### src/rtl/hpe_pkg.sv
// Shared types and constants for the Horner polynomial evaluator.
// Used by hpe_cell and horner_polynomial_evaluator_unit; no dependencies.
`timescale 1ns / 1ps

package hpe_pkg;

   localparam int DATA_W      = 32;
   localparam int WIDE_W      = 2 * DATA_W;
   localparam int COUNT_W     = 3;
   localparam int CSR_INDEX_W = 3;

   localparam int DEF_MAX_COEFS = 7;
   localparam int DEF_FRAC_BITS = 16;

   // register map
   localparam logic [CSR_INDEX_W-1:0] REG_COEF_COUNT = 3'd0;
   localparam logic [CSR_INDEX_W-1:0] REG_COEF_BASE  = 3'd1;

   localparam logic [COUNT_W-1:0] COUNT_RESET = 3'd1;

   // saturation bounds in the wide adder domain
   localparam logic signed [WIDE_W-1:0] WIDE_MAX =
      {{(DATA_W + 1){1'b0}}, {(DATA_W - 1){1'b1}}};
   localparam logic signed [WIDE_W-1:0] WIDE_MIN =
      {{(DATA_W + 1){1'b1}}, {(DATA_W - 1){1'b0}}};

   // partial result travelling along the chain
   typedef struct packed {
      logic                     valid;
      logic                     sat;
      logic signed [DATA_W-1:0] value;
   } hpe_tok_type;

endpackage

### src/rtl/hpe_cell.sv
// One Horner step: registered multiply by x, then floor shift, add and saturate.
// Depends on hpe_pkg.
`timescale 1ns / 1ps

module hpe_cell #(
   parameter int FRAC_BITS = hpe_pkg::DEF_FRAC_BITS
) (
   input  logic                                     clock,
   input  logic                                     reset,
   input  logic                                     adv,
   input  logic signed [hpe_pkg::DATA_W-1:0]        x_value,
   input  logic signed [hpe_pkg::DATA_W-1:0]        coef,
   input  hpe_pkg::hpe_tok_type                     tok_in,
   output hpe_pkg::hpe_tok_type                     tok_out
);
   import hpe_pkg::*;

   logic                     mul_valid_ff;
   logic                     mul_sat_ff;
   logic signed [WIDE_W-1:0] prod_ff;
   logic signed [WIDE_W-1:0] prod_in;

   logic                     add_valid_ff;
   logic                     add_sat_ff;
   logic                     add_sat_in;
   logic signed [DATA_W-1:0] add_value_ff;
   logic signed [DATA_W-1:0] add_value_in;

   logic signed [WIDE_W-1:0] shifted;
   logic signed [WIDE_W-1:0] sum;

   assign prod_in = WIDE_W'(tok_in.value) * WIDE_W'(x_value);
   assign shifted = prod_ff >>> FRAC_BITS;
   assign sum     = shifted + {{DATA_W{coef[DATA_W-1]}}, coef};

   always_comb begin
      add_sat_in   = mul_sat_ff;
      add_value_in = sum[DATA_W-1:0];
      if (sum > WIDE_MAX) begin
         add_sat_in   = 1'b1;
         add_value_in = WIDE_MAX[DATA_W-1:0];
      end else if (sum < WIDE_MIN) begin
         add_sat_in   = 1'b1;
         add_value_in = WIDE_MIN[DATA_W-1:0];
      end
   end

   always_ff @(posedge clock) begin
      if (reset) begin
         mul_valid_ff <= 1'b0;
         add_valid_ff <= 1'b0;
      end else if (adv) begin
         mul_valid_ff <= tok_in.valid;
         add_valid_ff <= mul_valid_ff;
      end
   end

   always_ff @(posedge clock) begin
      if (adv) begin
         mul_sat_ff   <= tok_in.sat;
         prod_ff      <= prod_in;
         add_sat_ff   <= add_sat_in;
         add_value_ff <= add_value_in;
      end
   end

   assign tok_out.valid = add_valid_ff;
   assign tok_out.sat   = add_sat_ff;
   assign tok_out.value = add_value_ff;

endmodule

### config.mk
export PLATFORM = sky130hd
export DESIGN_NAME = hpe_cell
export DESIGN_NICKNAME = d
export VERILOG_FILES = /design/src/rtl/hpe_pkg.sv /design/src/rtl/hpe_cell.sv
export SDC_FILE = /design/constraint.sdc
export NUM_CORES = 2
export LEC_CHECK = 0
export ABC_CLOCK_PERIOD_IN_PS = 8920
export BUFFER_PORTS_ARGS = -buffer_cell sky130_fd_sc_hd__buf_2
export CAP_MARGIN = 20
export CORE_ASPECT_RATIO = 1.75
export CORE_UTILIZATION = 35
export CTS_CLUSTER_SIZE = 16
export DETAILED_ROUTE_END_ITERATION = 7
export GPL_ROUTABILITY_DRIVEN = 0
export GPL_TIMING_DRIVEN = 0
export HOLD_SLACK_MARGIN = 0.05
export SETUP_SLACK_MARGIN = 0.3
export SYNTH_ARGS = -nofsm -noshare
export SYNTH_HDL_FRONTEND = slang
export SYNTH_SLANG_ARGS = --single-unit
### constraint.sdc
create_clock -name clock -period 8.92 [get_ports clock]
set_input_delay 0.446 -clock clock [delete_from_list [all_inputs] [get_ports clock]]
set_output_delay 0.446 -clock clock [all_outputs]
set_load 0.005 [all_outputs]
# --- Yosys cells after proc, flatten, opt, wreduce, memory -nomap -nowiden ---
# Cells that the tools add are included.
op_classes:
  add_sub_neg: 1
  multipliers: 1
  n_lt_le_gt_ge: 2
  mux: 1
  reduce_logical: 1
op_table:
  columns: ["op", "n"]
  rows:
  - ["multiplier 32 x 32 -> 64 bit", 1]
  - ["adder 48 x 32 -> 49 bit", 1]
  - ["greater-than comparator 49 x 32 -> 1 bit (second input constant)", 1]
  - ["< comparator 49 x 32 -> 1 bit (second input constant)", 1]
  - ["2-to-1 mux 32 bit", 1]
  - ["OR reduction 2 bit", 1]
totals:
  reg_bits: 100
  input_bits: 101
  output_inout_bits: 34
  word_cells: 12

# --- Logic depth before layout (Yosys ltp) ---
logic_depth:
  depth_word: 3
  mapped_depth: 29

# --- Least setup slack after synthesis ---
# No wires, ideal clock.
synth_path:
  path_kind: "input -> register"
  start: "input tok_in[31] (netlist name)"
  end: "register prod_ff[63], data pin"
  setup_time_ps: 260
  arrival_time_ps: 7892
  t_required_ps: 8660
  slack_ps: 768
  stages: 28
  n_path_buf: 1
  cell_sequence: "clkbuf_1 > nand2_1 > inv_1 > fa_1 > inv_1 > fa_1 > inv_1 > fa_1 > fa_1 > inv_1 > fa_1 > inv_1 > fa_1 > inv_1 > fa_1 > inv_1 > fa_1 > ha_1 > a21o_1 > a21o_1 > a21oi_1 > nand2_1 > or2_2 > o21ai_0 > o221ai_1 > a31o_2 > a21oi_1 > xnor2_1"
synth_via:
  elab_chain_cells: 1
synth_lines:
  columns: ["element", "line", "source"]
  rows:
  - ["from (decl)", "hpe_cell.sv:13", "input hpe_pkg::hpe_tok_type tok_in,"]
  - ["multiplier 32 x 32 -> 64 bit", "hpe_cell.sv:32", "assign prod_in = WIDE_W'(tok_in.value) * WIDE_W'(x_value);"]
  - ["named net prod_in[63]", "hpe_cell.sv:21", "logic signed [WIDE_W-1:0] prod_in;"]
  - ["to (signal assigned)", "hpe_cell.sv:61", "prod_ff <= prod_in;"]
  - ["to (decl)", "hpe_cell.sv:20", "logic signed [WIDE_W-1:0] prod_ff;"]
# The timed path passes the listed nets, and every way through them passes these cells.
# A chain may end at the register's enable or synchronous reset.

# --- Worst setup path after layout ---
layout_path:
  start: "input tok_in[20] (netlist name)"
  end: "register prod_ff[60], data pin"
# Same word-level chain as after synthesis.

==> impl_metrics.json <==
{
  "start_kind": "input port",
  "nNetsFinal": 5920,
  "ctsHtreeMaxLevel": 3,
  "status": "complete, no violations",
  "grtUsageTotal": 0.2889,
  "r2r-start": "prod_ff[18]",
  "cts_hold_buffers": 0,
  "num_rows": 166,
  "clkLatencyLatePin_ns": 0.36,
  "dieArea_mm2": 0.1193,
  "cp.arrival_ns": 8.64,
  "yosys-top-cells-area": "fa_1 53%, inv_1 8.9%, and2_1 7.7%",
  "grt_pass1_wl_um": 239200,
  "worstRegToRegCells": 13,
  "synthesis.nets": 5752,
  "synthesis.area_mm2": 0.04124,
  "syn_avg_cell_area_um2": 9.501,
  "gr-total-overflow": 0,
  "design_area_mm2": 0.04465,
  "hold_violations": 0,
  "vias_per_cell": 5.464,
  "grt_max_degree": 55,
  "yosysWarnings": 0,
  "path_clk_slew_ns": 0.07,
  "dp_cells": 5989,
  "synth_flop_cell": "edfxtp_1",
  "period_minus_slack_ns": 8.480,
  "max-cap-violations": 0,
  "cts_sinks": 84,
  "drt_iter0_drc": 2645,
  "dp_slack_ns": -1.523,
  "worst_setup_path_end_kind": "flip-flop",
  "final_cell_mix": "1068 x fa_1, 975 x inv_1, 572 x nand2_1",
  "maxSlewViolCount": 0,
  "hpwl_um": 138100,
  "first_global_vias": 35550,
  "place_area_mm2": 0.04386,
  "synth_top_area_frac": 0.5252,
  "clockBufferDepth": 2,
  "yosys.area.top_type": "fa_1",
  "r2r_slack_ns": 4.10,
  "synth_seq_cells": 84,
  "hold_end": "mul_valid_ff",
  "slew_headroom": 0.2348,
  "synthCells": 4341,
  "min_period_over_period": 0.9506,
  "numPortBuffers": 134,
  "async_reset_ff_frac": 0,
  "setup_slack_ns": 0.4403,
  "grt_setup_unrepaired": "true",
  "drive_above_1_share": 0.07510,
  "start_util": 0.3527,
  "worstHoldPathCells": 2,
  "yosys.cell_types.count": 79,
  "final_common_cell": "fa_1",
  "worst_pin_slew_ns": 1.148,
  "clock-root-buffer": "clkbuf_16",
  "ys_seq_area_frac": 0.06067,
  "antenna_found_initial": 43,
  "die_w_um": 261.5,
  "utilization": 0.3819,
  "ant_nets": 0,
  "num_vias": 33030,
  "wl_per_cell_um": 27.87,
  "setup_viol": 0,
  "min_from": "reset",
  "routed_wirelength_um": 168400,
  "fmax_mhz": 117.9,
  "rr_endpoint": "add_value_ff[16]",
  "cts_tree": "done",
  "ios": 135,
  "min_path_type": "input port to flip-flop",
  "core-area_mm2": 0.1169,
  "cp_max_fo": 10,
  "crit_required_ns": 9.08,
  "synth-edff-count": 82,
  "skew_ns": 0.01013,
  "cts_buffers": 9,
  "critPathKind": "input port to flip-flop",
  "instances_no_fill": 6045,
  "syn2layout_area_growth_pct": 8.267,
  "die_h_um": 456.1,
  "firstDrtPassIters": 6,
  "drc": 0
}
## registers in the layout, indices dropped and copies added (netlist names)
register      flops
add_value_ff     32
add_sat_ff        1
add_valid_ff      1
mul_valid_ff      1
prod_ff          48
mul_sat_ff        1
## Yosys cell counts (all sizes together), types with 51 or more instances
cell,instances
xnor2,58
inv,981
a21oi,104
fa,1082
ha,228
clkbuf,200
edfxtp,82
nand2,573
nor2,82
and2,505
o21ai,65
a21o,51
## routing by layer
metal,global-route usage,share of wire,vias to the layer above
met5,0,0.0012,-
met4,0.2945,0.14,30
met3,0.08242,0.095,901
met2,0.4742,0.48,1947
met1,0.2817,0.29,16930
li1,-,-,13220
## worst max path at each step
stage / startpoint / end / slack, ns
floorplan: tok_in[31] / prod_ff[63] / 0.77
global placement: tok_in[12] / prod_ff[63] / -1.40
detailed placement: x_value[2] / prod_ff[63] / -1.52
CTS: x_value[16] / prod_ff[63] / 0.30
global route: x_value[21] / prod_ff[60] / 0.20
finish: tok_in[20] / prod_ff[60] / 0.44
## cell type report
type / instances / area, um2
Fill cell: 11890 / 72280
Multi-Input combinational cell: 3059 / 34290
Inverter: 981 / 3694
Sequential cell: 84 / 2502
Tap cell: 1512 / 1892
Buffer: 217 / 1023
Timing Repair Buffer: 157 / 898.4
Clock buffer: 9 / 225.2
Clock inverter: 7 / 81.33
Antenna cell: 19 / 47.55
## critical path: stages
cell,delay (ns)
buf_2,0.12
clkbuf_1,0.79
and2_1,0.27
fa_1,0.42
inv_1,0.07
fa_1,0.42
inv_1,0.09
fa_1,0.45
fa_2,0.77
fa_1,0.57
fa_1,0.54
fa_1,0.45
fa_1,0.48
ha_1,0.36
nand2_1,0.08
or3_1,0.40
or2_2,0.35
o32a_1,0.34
o31ai_4,0.11
o211ai_1,0.13
buf_4,0.16
o31ai_2,0.26
a21o_1,0.19
a21oi_1,0.08
xnor2_1,0.25
## cell families after synthesis
| logic type | synth area share |
|---|---|
| AO/OA/AOI/OAI | 0.05591 |
| XOR/XNOR | 0.02017 |
| adder cells (fa/ha/maj) | 0.5944 |
| buffers and inverters | 0.1102 |
| flip-flops | 0.06067 |
| multiplexers | 0.0007281 |
| AND/OR/NAND/NOR | 0.1580 |
## per-stage QoR
step	TNS (ns)	hold slack (ns)
floorplan	0	0.4601
global placement	-15.95	0.4802
detailed placement	-18.13	0.4983
CTS	0	0.2542
global route	0	0.2569
finish	0	0.2614
## timing repair
| item | 4_1_cts | 5_1_grt |
|---|---|---|
| pin swaps | 1 | 4 |
| endpoints found under the setup margin | 25 | 23 |
| cloned | 0 | 0 |
| resized for setup | 60 | 193 |
| setup buffers | 10 | 10 |
Power is not shown: default switching activity piles up to over one toggle a cycle in this logic, so the estimate is an artifact.
